==> src/rtl/core/rqts_pkg.sv <==
package rqts_pkg;

  // default queue size
  localparam int QUEUE_DEPTH = 16;

  // field widths
  localparam int TASK_W  = 8;
  localparam int PRIO_W  = 8;
  localparam int BURST_W = 16;

  // policy codes
  localparam logic [1:0] MODE_FIFO = 2'd0;
  localparam logic [1:0] MODE_SJF  = 2'd1;
  localparam logic [1:0] MODE_PR   = 2'd2;
  localparam logic [1:0] MODE_RR   = 2'd3;

  // status codes
  localparam logic [1:0] ST_OK    = 2'd0;
  localparam logic [1:0] ST_EMPTY = 2'd1;
  localparam logic [1:0] ST_FULL  = 2'd2;

  // command codes
  localparam logic CMD_ENQ  = 1'b0;
  localparam logic CMD_DISP = 1'b1;

  // register indexes
  localparam logic CFG_POLICY  = 1'b0;
  localparam logic CFG_QUANTUM = 1'b1;

  // reset value of the quantum
  localparam logic [BURST_W-1:0] QUANTUM_RST = 16'd10;

  // shared unit operations
  typedef logic [1:0] alu_op_t;
  localparam alu_op_t ALU_BURST = 2'd0;  // candidate burst < best burst
  localparam alu_op_t ALU_PRIO  = 2'd1;  // best priority < candidate priority
  localparam alu_op_t ALU_QUANT = 2'd2;  // quantum < best burst, diff = burst - quantum

  // one queue entry
  typedef struct packed {
    logic [TASK_W-1:0]  task_id;
    logic [PRIO_W-1:0]  prio;
    logic [BURST_W-1:0] burst;
  } entry_t;

  typedef struct packed {
    alu_op_t            op;
    entry_t             cand;
    entry_t             best;
    logic [BURST_W-1:0] quantum;
  } alu_req_t;

  typedef struct packed {
    logic               lt;
    logic [BURST_W-1:0] diff;
  } alu_rsp_t;

endpackage

==> src/rtl/core/rqts_ram.sv <==
module rqts_ram #(
  parameter int WIDTH = 32,
  parameter int DEPTH = 16
) (
  input  logic                     clk,
  input  logic                     we,
  input  logic [$clog2(DEPTH)-1:0] waddr,
  input  logic [WIDTH-1:0]         wdata,
  input  logic [$clog2(DEPTH)-1:0] raddr,
  output logic [WIDTH-1:0]         rdata
);

  logic [WIDTH-1:0] mem [DEPTH];

  // one write port, one registered read port
  always_ff @(posedge clk) begin
    if (we) begin
      mem[waddr] <= wdata;
    end
    rdata <= mem[raddr];
  end

endmodule

==> src/rtl/core/rqts_alu.sv <==
module rqts_alu (
  input  rqts_pkg::alu_req_t req,
  output rqts_pkg::alu_rsp_t rsp
);

  logic [rqts_pkg::BURST_W-1:0] opa;
  logic [rqts_pkg::BURST_W-1:0] opb;

  // operand select
  always_comb begin
    case (req.op)
      rqts_pkg::ALU_BURST: begin
        opa = req.cand.burst;
        opb = req.best.burst;
      end
      rqts_pkg::ALU_PRIO: begin
        opa = rqts_pkg::BURST_W'(req.best.prio);
        opb = rqts_pkg::BURST_W'(req.cand.prio);
      end
      rqts_pkg::ALU_QUANT: begin
        opa = req.quantum;
        opb = req.best.burst;
      end
      default: begin
        opa = '0;
        opb = '0;
      end
    endcase
  end

  // compare and subtract
  assign rsp.lt   = (opa < opb);
  assign rsp.diff = opb - opa;

endmodule

==> src/rtl/core/ready_queue_task_selector.sv <==
// enqueue: the accepted item is written to the queue in S_START, then the result waits in S_FINISH
// dispatch: after S_START, one entry per cycle is scanned through the queue memory
//   read port, then from S_SHIFT_GO the tail behind the chosen entry closes up one entry per cycle
//   in S_SHIFT; S_FINAL pops or requeues the chosen entry and S_FINISH holds the result
// one item at a time; in_stall stays high until the result is in the output register
// reset empties the queue (occupancy zero), sets FIFO policy and quantum 10; memory not cleared
module ready_queue_task_selector #(
  parameter int QUEUE_DEPTH = rqts_pkg::QUEUE_DEPTH
) (
  input  logic                          clk,
  input  logic                          rst_n,
  input  logic                          in_valid,
  output logic                          in_stall,
  input  logic                          in_command,
  input  logic [rqts_pkg::TASK_W-1:0]   in_task_id,
  input  logic [rqts_pkg::PRIO_W-1:0]   in_task_priority,
  input  logic [rqts_pkg::BURST_W-1:0]  in_burst_length,
  output logic                          out_valid,
  input  logic                          out_stall,
  output logic [1:0]                    out_status,
  output logic [rqts_pkg::TASK_W-1:0]   out_granted_task,
  output logic [rqts_pkg::BURST_W-1:0]  out_run_time,
  output logic                          out_requeued,
  output logic [rqts_pkg::BURST_W-1:0]  out_remaining_burst,
  input  logic                          cfg_we,
  input  logic                          cfg_index,
  input  logic [rqts_pkg::BURST_W-1:0]  cfg_data
);

  localparam int IDX_W = $clog2(QUEUE_DEPTH);
  localparam int CNT_W = $clog2(QUEUE_DEPTH + 1);
  localparam int ENT_W = $bits(rqts_pkg::entry_t);

  // sequencer states
  localparam logic [2:0] S_IDLE     = 3'd0;
  localparam logic [2:0] S_START    = 3'd1;
  localparam logic [2:0] S_SCAN     = 3'd2;
  localparam logic [2:0] S_SHIFT_GO = 3'd3;
  localparam logic [2:0] S_SHIFT    = 3'd4;
  localparam logic [2:0] S_FINAL    = 3'd5;
  localparam logic [2:0] S_FINISH   = 3'd6;

  logic [2:0]                   state_r, state_nxt;
  logic [CNT_W-1:0]             occ_r, occ_nxt;
  logic [IDX_W-1:0]             k_r, k_nxt;
  logic [IDX_W-1:0]             best_idx_r, best_idx_nxt;
  rqts_pkg::entry_t             best_r, best_nxt;
  logic [1:0]                   policy_r;
  logic [rqts_pkg::BURST_W-1:0] quantum_r;

  // latched item
  logic                         cmd_r;
  rqts_pkg::entry_t             item_r;

  // pending result
  logic [1:0]                   res_status_r, res_status_nxt;
  logic [rqts_pkg::TASK_W-1:0]  res_task_r, res_task_nxt;
  logic [rqts_pkg::BURST_W-1:0] res_run_r, res_run_nxt;
  logic                         res_req_r, res_req_nxt;
  logic [rqts_pkg::BURST_W-1:0] res_rem_r, res_rem_nxt;

  // output register
  logic                         out_valid_r, out_valid_nxt;
  logic                         out_load;

  // memory ports
  logic                         mem_we;
  logic [IDX_W-1:0]             mem_waddr;
  rqts_pkg::entry_t             mem_wdata;
  logic [IDX_W-1:0]             mem_raddr;
  logic [ENT_W-1:0]             mem_rdata;
  rqts_pkg::entry_t             cand;

  rqts_pkg::alu_req_t           alu_req;
  rqts_pkg::alu_rsp_t           alu_rsp;

  logic                         in_accept;
  logic [CNT_W-1:0]             last_cnt;
  logic                         scan_last;
  logic                         take;
  logic                         requeue;

  assign in_stall  = !rst_n || (state_r != S_IDLE);
  assign in_accept = in_valid && !in_stall;
  assign cand      = rqts_pkg::entry_t'(mem_rdata);
  assign last_cnt  = occ_r - CNT_W'(1);
  assign scan_last = (CNT_W'(k_r) == last_cnt);
  assign out_load  = (state_r == S_FINISH) && (!out_valid_r || !out_stall);

  rqts_ram #(
    .WIDTH (ENT_W),
    .DEPTH (QUEUE_DEPTH)
  ) u_ram (
    .clk   (clk),
    .we    (mem_we),
    .waddr (mem_waddr),
    .wdata (mem_wdata),
    .raddr (mem_raddr),
    .rdata (mem_rdata)
  );

  // shared compare / subtract unit
  always_comb begin
    alu_req.cand    = cand;
    alu_req.best    = best_r;
    alu_req.quantum = quantum_r;
    if (state_r == S_FINAL) begin
      alu_req.op = rqts_pkg::ALU_QUANT;
    end else if (policy_r == rqts_pkg::MODE_PR) begin
      alu_req.op = rqts_pkg::ALU_PRIO;
    end else begin
      alu_req.op = rqts_pkg::ALU_BURST;
    end
  end

  rqts_alu u_alu (
    .req (alu_req),
    .rsp (alu_rsp)
  );

  // first entry always taken; later ones only on a strict win, and only under SJF or PR policy
  assign take = (k_r == '0) ||
                (alu_rsp.lt && ((policy_r == rqts_pkg::MODE_SJF) ||
                                (policy_r == rqts_pkg::MODE_PR)));
  assign requeue = (policy_r == rqts_pkg::MODE_RR) && alu_rsp.lt;

  // sequencer
  always_comb begin
    state_nxt      = state_r;
    occ_nxt        = occ_r;
    k_nxt          = k_r;
    best_idx_nxt   = best_idx_r;
    best_nxt       = best_r;
    res_status_nxt = res_status_r;
    res_task_nxt   = res_task_r;
    res_run_nxt    = res_run_r;
    res_req_nxt    = res_req_r;
    res_rem_nxt    = res_rem_r;
    mem_we         = 1'b0;
    mem_waddr      = occ_r[IDX_W-1:0];
    mem_wdata      = item_r;
    mem_raddr      = '0;
    case (state_r)
      S_IDLE: begin
        if (in_accept) begin
          state_nxt = S_START;
        end
      end
      S_START: begin
        res_status_nxt = rqts_pkg::ST_OK;
        res_task_nxt   = '0;
        res_run_nxt    = '0;
        res_req_nxt    = 1'b0;
        res_rem_nxt    = '0;
        k_nxt          = '0;
        if (cmd_r == rqts_pkg::CMD_ENQ) begin
          state_nxt = S_FINISH;
          if (occ_r == CNT_W'(QUEUE_DEPTH)) begin
            res_status_nxt = rqts_pkg::ST_FULL;
          end else begin
            mem_we  = 1'b1;
            occ_nxt = occ_r + CNT_W'(1);
          end
        end else if (occ_r == '0) begin
          res_status_nxt = rqts_pkg::ST_EMPTY;
          state_nxt      = S_FINISH;
        end else begin
          state_nxt = S_SCAN;
        end
      end
      S_SCAN: begin
        // entry k_r is on the read port; fetch the next
        mem_raddr = IDX_W'({1'b0, k_r} + (IDX_W + 1)'(1));
        if (take) begin
          best_nxt     = cand;
          best_idx_nxt = k_r;
        end
        if (scan_last) begin
          state_nxt = S_SHIFT_GO;
        end else begin
          k_nxt = k_r + IDX_W'(1);
        end
      end
      S_SHIFT_GO: begin
        mem_raddr = IDX_W'({1'b0, best_idx_r} + (IDX_W + 1)'(1));
        k_nxt     = best_idx_r;
        if (CNT_W'(best_idx_r) == last_cnt) begin
          state_nxt = S_FINAL;
        end else begin
          state_nxt = S_SHIFT;
        end
      end
      S_SHIFT: begin
        // close up: entry k_r+1 moves down to k_r
        mem_we    = 1'b1;
        mem_waddr = k_r;
        mem_wdata = cand;
        mem_raddr = IDX_W'({1'b0, k_r} + (IDX_W + 1)'(2));
        if ((CNT_W'(k_r) + CNT_W'(1)) == last_cnt) begin
          state_nxt = S_FINAL;
        end else begin
          k_nxt = k_r + IDX_W'(1);
        end
      end
      S_FINAL: begin
        res_status_nxt = rqts_pkg::ST_OK;
        res_task_nxt   = best_r.task_id;
        if (requeue) begin
          mem_we          = 1'b1;
          mem_waddr       = last_cnt[IDX_W-1:0];
          mem_wdata       = best_r;
          mem_wdata.burst = alu_rsp.diff;
          res_run_nxt     = quantum_r;
          res_req_nxt     = 1'b1;
          res_rem_nxt     = alu_rsp.diff;
        end else begin
          occ_nxt     = last_cnt;
          res_run_nxt = best_r.burst;
          res_req_nxt = 1'b0;
          res_rem_nxt = '0;
        end
        state_nxt = S_FINISH;
      end
      S_FINISH: begin
        if (out_load) begin
          state_nxt = S_IDLE;
        end
      end
      default: begin
        state_nxt = S_IDLE;
      end
    endcase
  end

  // output handshake
  always_comb begin
    out_valid_nxt = out_valid_r;
    if (out_valid_r && !out_stall) begin
      out_valid_nxt = 1'b0;
    end
    if (out_load) begin
      out_valid_nxt = 1'b1;
    end
  end

  // control registers
  always_ff @(posedge clk) begin
    if (!rst_n) begin
      state_r     <= S_IDLE;
      occ_r       <= '0;
      out_valid_r <= 1'b0;
      policy_r    <= rqts_pkg::MODE_FIFO;
      quantum_r   <= rqts_pkg::QUANTUM_RST;
    end else begin
      state_r     <= state_nxt;
      occ_r       <= occ_nxt;
      out_valid_r <= out_valid_nxt;
      if (cfg_we && (cfg_index == rqts_pkg::CFG_POLICY)) begin
        policy_r <= cfg_data[1:0];
      end
      if (cfg_we && (cfg_index == rqts_pkg::CFG_QUANTUM)) begin
        quantum_r <= cfg_data;
      end
    end
  end

  // payload registers
  always_ff @(posedge clk) begin
    k_r          <= k_nxt;
    best_idx_r   <= best_idx_nxt;
    best_r       <= best_nxt;
    res_status_r <= res_status_nxt;
    res_task_r   <= res_task_nxt;
    res_run_r    <= res_run_nxt;
    res_req_r    <= res_req_nxt;
    res_rem_r    <= res_rem_nxt;
    if (in_accept) begin
      cmd_r         <= in_command;
      item_r.task_id <= in_task_id;
      item_r.prio    <= in_task_priority;
      item_r.burst   <= in_burst_length;
    end
    if (out_load) begin
      out_status          <= res_status_r;
      out_granted_task    <= res_task_r;
      out_run_time        <= res_run_r;
      out_requeued        <= res_req_r;
      out_remaining_burst <= res_rem_r;
    end
  end

  assign out_valid = out_valid_r;

  // checks
  a_occ_bound: assert property (@(posedge clk) disable iff (!rst_n)
    occ_r <= CNT_W'(QUEUE_DEPTH))
    else $error("occupancy above queue depth");

  a_scan_nonempty: assert property (@(posedge clk) disable iff (!rst_n)
    (state_r == S_SCAN) |-> (occ_r != '0))
    else $error("scan on empty queue");

  a_out_from_finish: assert property (@(posedge clk) disable iff (!rst_n)
    $rose(out_valid_r) |-> ($past(state_r) == S_FINISH))
    else $error("result shown outside finish state");

  a_final_pop: assert property (@(posedge clk) disable iff (!rst_n)
    ((state_r == S_FINAL) && !requeue) |=> (occ_r == $past(occ_r) - CNT_W'(1)))
    else $error("dispatch did not remove an entry");

  a_requeue_rem: assert property (@(posedge clk) disable iff (!rst_n)
    (out_valid_r && out_requeued) |-> (out_remaining_burst != '0))
    else $error("requeued task with no burst left");

endmodule
==> config.mk <==
export PLATFORM = sky130hd
export DESIGN_NAME = ready_queue_task_selector
export DESIGN_NICKNAME = d
export VERILOG_FILES = /design/src/rtl/core/rqts_pkg.sv /design/src/rtl/core/rqts_ram.sv /design/src/rtl/core/rqts_alu.sv /design/src/rtl/core/ready_queue_task_selector.sv
export SDC_FILE = /design/constraint.sdc
export NUM_CORES = 1
export LEC_CHECK = 0
export BUFFER_PORTS_ARGS = -buffer_cell sky130_fd_sc_hd__buf_4
export CAP_MARGIN = 10
export CELL_PAD_IN_SITES_DETAIL_PLACEMENT = 1
export CELL_PAD_IN_SITES_GLOBAL_PLACEMENT = 1
export CORE_UTILIZATION = 50
export CTS_CLUSTER_DIAMETER = 60
export DETAILED_ROUTE_END_ITERATION = 6
export HOLD_SLACK_MARGIN = 0.03
export PLACE_DENSITY_LB_ADDON = 0.1
export SYNTH_ARGS = -nofsm -noshare
export SYNTH_HDL_FRONTEND = slang
export SYNTH_SLANG_ARGS = --single-unit
export TNS_END_PERCENT = 20
==> constraint.sdc <==
create_clock -name clk -period 13.1 [get_ports clk]
set_input_delay 2.62 -clock clk [delete_from_list [all_inputs] [get_ports clk]]
set_output_delay 2.62 -clock clk [all_outputs]
set_load 0.01 [all_outputs]
== After elaboration in Yosys (flattened, before gate mapping) ==
Memories as Yosys holds them, arrays and structs flattened. A register that Yosys moved wholly into a read port is not among the register bits.
Cells that the tools add are included.
Storage, ports and cells
  bits in writable memories: 512
  memories kept: 1
  input bits: 55
  register bits: 186
Memory list
  u_ram.mem: words 16, bits a word 32, read ports 1, clocked after memory_dff 1, write ports 1, RTL line rqts_ram.sv:13  | logic [WIDTH-1:0] mem [DEPTH];
Cells by class
  add/sub/neg operators: 7
  muxes and demuxes: 42
  reductions and logical operators: 28
  $lt $le $gt $ge: 1
  equality and inequality tests: 24
  bitwise operators: 1
Operators with widths (number)
  one-hot mux 16 bit (2 select lines): 3
  one-hot mux 32 bit (2 select lines): 1
  one-hot mux 16 bit (3 select lines): 1
  2-to-1 mux 16 bit: 2
  2-to-1 mux 32 bit: 1
  one-hot mux 3 bit (7 select lines): 1
  2-to-1 mux 3 bit: 6
  != test 2 bit, second input constant: 9
  < comparator 16 bit: 1
  one-hot mux 4 bit (4 select lines): 1
  one-hot mux 8 bit (2 select lines): 1
  subtractor 16 bit: 1
  2-to-1 mux 5 bit: 3
  2-to-1 mux 4 bit: 3
  one-hot mux 4 bit (3 select lines): 1
  equality test 4 x 5 -> 1 bit: 2
  2-to-1 mux 1 bit: 10
  one-hot mux 5 bit (2 select lines): 1
  equality test 3 bit, second input constant: 3
  adder 4 x 1 -> 4 bit, second input constant: 2
  one-hot mux 4 bit (2 select lines): 1
  AND reduction 4 bit: 2
  logical AND 1 bit: 7
  equality test 2 bit, second input constant: 3
  26 further kinds: 37

== Longest topological paths before layout ==
  depth in word-level cells: 12
  mapped depth: 18
  mapped depth without buffers: 16

== Hierarchy ==
Synthesis repeated with hierarchy kept, for this count alone.
Second synthesis, totals
  cells, all modules: 1620
  area, all modules: 28830.2 um^2
By module, submodules not included
  rqts_ram: instances 1, area each 19835.3 um^2, cells an instance 838
  ready_queue_task_selector: instances 1, area each 7632.3 um^2, cells an instance 576
  rqts_alu: instances 1, area each 1362.6 um^2, cells an instance 206

== Least setup slack after synthesis ==
Ideal clock, no wire load.
  path type: input-to-output
  start: in rst_n
  end: out in_stall
  stages: 3
  data arrival time: 3.218 ns
  slack: 7.262 ns
  buffers on the path: 1
  cells stage by stage: clkbuf_1 -> nor4b_1 -> inv_1
Between the ends
  cells in the longest elaborated chain, start to end: 2
Ends and longest elaborated chain
  start, declared: RTL line ready_queue_task_selector.sv:11  | input logic rst_n,
  zero test 1 bit
  logical OR 1 bit: RTL line ready_queue_task_selector.sv:83  | assign in_stall = !rst_n || (state_r != S_IDLE);
  end, declared: RTL line ready_queue_task_selector.sv:13  | output logic in_stall,
Every way passes these cells.

== Worst setup path in the final report ==
  start: reg state_r[2]
  end: mem u_ram.mem[14][25], enable pin
Between the ends
  cells in the longest elaborated chain, start to end: 11
  elaborated cells on any way between the ends: 18
  those cells by class: order compare: 1; eq/ne: 5; mux: 9; reduce/logical: 3
Ends and longest elaborated chain
  start, declared: RTL line ready_queue_task_selector.sv:43  | logic [2:0] state_r, state_nxt;
  start signal, assigned: RTL line ready_queue_task_selector.sv:255  | state_r <= state_nxt;
  equality test 3 bit: RTL line ready_queue_task_selector.sv:107, ready_queue_task_selector.sv:143
  2-to-1 mux 2 bit: RTL line ready_queue_task_selector.sv:107  | if (state_r == S_FINAL) begin
  equality test 2 bit / zero test 2 bit (equally long branches): RTL line rqts_alu.sv:11  | case (req.op)
  OR reduction 2 bit (no source line)
  one-hot mux 16 bit (2 select lines): RTL line rqts_alu.sv:11
  < comparator 16 bit: RTL line rqts_alu.sv:32  | assign rsp.lt = (opa < opb);
  logical AND 1 bit: RTL line ready_queue_task_selector.sv:125  | assign requeue = (policy_r == rqts_pkg::MODE_RR) && alu_rsp.lt;
  2-to-1 mux 1 bit: RTL line ready_queue_task_selector.sv:208  | if (requeue) begin
  one-hot mux 1 bit (3 select lines): RTL line ready_queue_task_selector.sv:143  | case (state_r)
  2-to-1 mux 1 bit: RTL line rqts_ram.sv:17  | if (we) begin
  2-to-1 mux 1 bit (implied by the code): RTL line rqts_ram.sv:18  | mem[waddr] <= wdata;
  end, declared: RTL line rqts_ram.sv:13
Several ways; a longest one is shown, not always the timed one.

==> impl_metrics.env <==
export IMPL_status="finished, final reports clean"
export IMPL_synth_compound_area_frac=0.130
export IMPL_yosys_most_used_dff="edfxtp_1"
export IMPL_end_kind="flip-flop"
export IMPL_finalCritPeriodShare=0.514
export IMPL_ios=100
export IMPL_power_frac_seq=0.404
export IMPL_internal_power_mw=5.02
export IMPL_grt_overflow=0
export IMPL_maxCapViolCount=0
export IMPL_grt_util_all_layers=0.269
export IMPL_synth_simple_gate_area_share=0.0996
export IMPL_r2r_start="state_r[2]"
export IMPL_syn_area_mm2=0.0298
export IMPL_hold_buffers=0
export IMPL_hold_path_class="flip-flop to flip-flop"
export IMPL_min_from="res_run_r[9]"
export IMPL_finalCoreUtilization=0.577
export IMPL_critPathMaxFanout=32
export IMPL_wirelength_um=80700
export IMPL_finalCriticalPeriod_ns=6.73
export IMPL_cp_slowest_cell="nor2_4"
export IMPL_power_share_combinational=0.312
export IMPL_pwr_share_clk=0.284
export IMPL_synthAdderAreaFrac=0.0112
export IMPL_setup_tns_ns=0
export IMPL_ys_seq_area_frac=0.717
export IMPL_cts_setup_buffers=0
export IMPL_viasPerCell=6.07
export IMPL_ant_nets=0
export IMPL_irDropWorstVdd_v=0.000168
export IMPL_die_area_mm2=0.0605
export IMPL_startpoint_type="flip-flop"
export IMPL_drtIter0Drc=1515
export IMPL_crit_chain="nor2b_4 > nand2_1 > buf_4 > nand2_1 > mux2_2 > ha_1 > nand4_1 > nor4_2 > nand2b_1 > a21oi_4 > a21oi_2 > o2bb2ai_1 > nand2_1 > nor2_4"
export IMPL_place_congestion=0.900
export IMPL_cts_buffers=78
export IMPL_cellPowerDensity_mw_per_mm2=230
export IMPL_start_util=0.505
export IMPL_synth_nets=2255
export IMPL_worstSetupPathType="flip-flop to flip-flop"
export IMPL_drive_gt1_frac=0.140
export IMPL_finalNetCount=2337
export IMPL_insertion_delay_ns=0.63
export IMPL_fin_cells=3092
export IMPL_hold_viol_final=0
export IMPL_port_buffer_count=99
export IMPL_fin_ws_ns=6.37
export IMPL_grt_pass1_wl_um=120000
export IMPL_tightest_slew_ns=1.32
export IMPL_avgSynthCellArea_um2=13.7
export IMPL_cts_resized=0
export IMPL_cts_tree="yes"
export IMPL_pre_cts_ws_ns=6.44
export IMPL_crit_start="state_r[2]"
export IMPL_path_clk_slew_ns=0.06
export IMPL_synth_edf_count=671
export IMPL_antenna_found_initial=2
export IMPL_htree_levels=3
export IMPL_synth_top_family_by_area="compound AO/OA/AOI/OAI gates"
export IMPL_p_leak_nw=11.4
export IMPL_worstPathRequired_ns=13.33
export IMPL_grt_max_degree=183
export IMPL_synth_xor_area_frac=0.0106
export IMPL_finalSetupViolations=0
export IMPL_cts_root_buffer="clkbuf_16"
export IMPL_sw_frac_of_total=0.357
export IMPL_die_x_um=246
export IMPL_skew_ns=0.0251
export IMPL_synthArstFlopShare=0
export IMPL_place_inst=2947
export IMPL_hold_slack_ns=0.417
export IMPL_cp_arrival_ns=6.96
export IMPL_ys_types=71
export IMPL_clock_sinks=730
export IMPL_drt_pass1_iter_count=7
export IMPL_synthCells=2174
export IMPL_slowest_delay_ns=0.99
export IMPL_cts_buffer_depth=3
export IMPL_die_h_um=246
export IMPL_syn2layout_area_growth_pct=14.3
export IMPL_synthMuxAreaShare=0.00673
export IMPL_cp_num_buf_inv=1
export IMPL_hpwl_um=48800
export IMPL_p_switching_mw=2.79
export IMPL_core_region_area_mm2=0.0589
export IMPL_drc=0
export IMPL_slew_headroom=0.119
export IMPL_wl_per_cell_um=26.1
export IMPL_num_vias=18800
export IMPL_fmaxAchievable_mhz=149
export IMPL_ys_ff_latch=730
export IMPL_rsz0062_at_grt="no"
export IMPL_crit_family="simple AND/OR/NAND/NOR gates"
export IMPL_ys_warn_count=0
export IMPL_diodes=0
export IMPL_slew_violations=0
export IMPL_grt_pass1_vias=19300
export IMPL_row_count=89
export IMPL_cpMostUsedCell="nand2_1"
placed cells by master, fill, tap and decap left out, drive strengths merged, types with 8 or more instances in the layout:
| master | instances |
|---|---|
| edfxtp | 671 |
| nand2 | 364 |
| a211oi | 164 |
| buf | 152 |
| a21oi | 149 |
| and2 | 147 |
| clkbuf | 98 |
| a311oi | 66 |
| a31oi | 66 |
| dfxtp | 59 |
| nor2 | 55 |
| o22ai | 39 |
| clkinv | 30 |
| o21ai | 27 |
| ha | 25 |
| xnor2 | 21 |
| a21boi | 16 |
| inv | 16 |
| xor2 | 15 |
| nor3b | 11 |
| mux2i | 11 |
| nand2b | 10 |
| nor2b | 9 |
| nand3 | 8 |
| mux2 | 8 |
| and3 | 8 |
| bufinv | 8 |
worst paths after layout:
kind	endpoint	slack (ns)	cells past startpoint
max reg2reg	u_ram.mem[14][25]	6.37	14
min	out_run_time[9]	0.42	0
min reg2reg	out_run_time[9]	0.42	0
max	u_ram.mem[14][25]	6.37	14
worst reg2reg max path, delay by kind of cell (launching register included):
family | cells | cell delay, ns
mux | 1 | 0.42
buf+inv | 1 | 0.25
fa+ha+maj | 1 | 0.38
flops | 1 | 0.58
simple gates | 8 | 3.57
compound gates | 3 | 1.11
area by class of cell:
type,instances,area [µm²]
Inverter,13,48.8
Clock buffer,98,2110
Sequential cell,730,21300
Clock inverter,45,484
Fill cell,5657,24900
Multi-Input combinational cell,1281,7860
Tap cell,773,967
Timing Repair Buffer,152,1190
per-stage QoR:
stage / instance area, µm² / power, mW
final: 34000 / 7.82
after global routing: 34000 / 8.15
after CTS: 34000 / 7.85
after detailed placement: 31400 / 5.62
after global placement: 31400 / 5.55
after floorplan: 29800 / 4.69
synth_stat cells, types with 15 or more instances:
library cell / n / share of area
edfxtp_1: 671 / 0.68
nand2_1: 361 / 0.046
a211oi_1: 163 / 0.041
and2_1: 147 / 0.031
a21oi_1: 145 / 0.024
a311oi_1: 66 / 0.019
a31oi_1: 66 / 0.014
buf_2: 66 / 0.011
clkbuf_1: 59 / 0.0074
dfxtp_1: 59 / 0.040
nor2_1: 53 / 0.0067
o22ai_1: 38 / 0.0080
ha_1: 25 / 0.011
o21ai_0: 25 / 0.0042
xnor2_1: 21 / 0.0062
a21boi_0: 16 / 0.0040
xor2_1: 15 / 0.0044
power groups by stage:
stage               clock network [mW]  registers (mW)  logic (mW)
finish                            2.22            3.16        2.44
global route                      2.34            3.18        2.64
CTS                               2.26            3.16        2.43
detailed placement                   0            3.21        2.41
global placement                     0            3.20        2.35
floorplan                            0            3.11        1.58
metal layers:
layer  global-route usage  share of wire  vias to the layer above
met5                    0              0                        -
met4                0.103          0.036                        0
met3               0.0413          0.054                      151
met2                0.442           0.48                      570
met1                0.360           0.42                     9637
li1                     -              -                     8406
registers in the layout (all words and copies together), names as in the netlist:
name	cells
policy_r	2
out_requeued	1
best_idx_r	4
res_req_r	1
out_granted_task	8
state_r	3
cmd_r	1
out_run_time	16
alu_req	32
u_ram.rdata	32
occ_r	5
res_rem_r	16
out_status	2
quantum_r	16
item_r	32
res_status_r	2
u_ram.mem	512
res_run_r	16
k_r	4
res_task_r	8
out_valid	1
out_remaining_burst	16
kinds of logic after synthesis:
family          after synthesis
compound gates              566
xor+xnor                     36
fa+ha+maj                    26
buf+inv                     163
flops                       730
mux                          19
simple gates                634
Power figures use the tool's default switching activity.
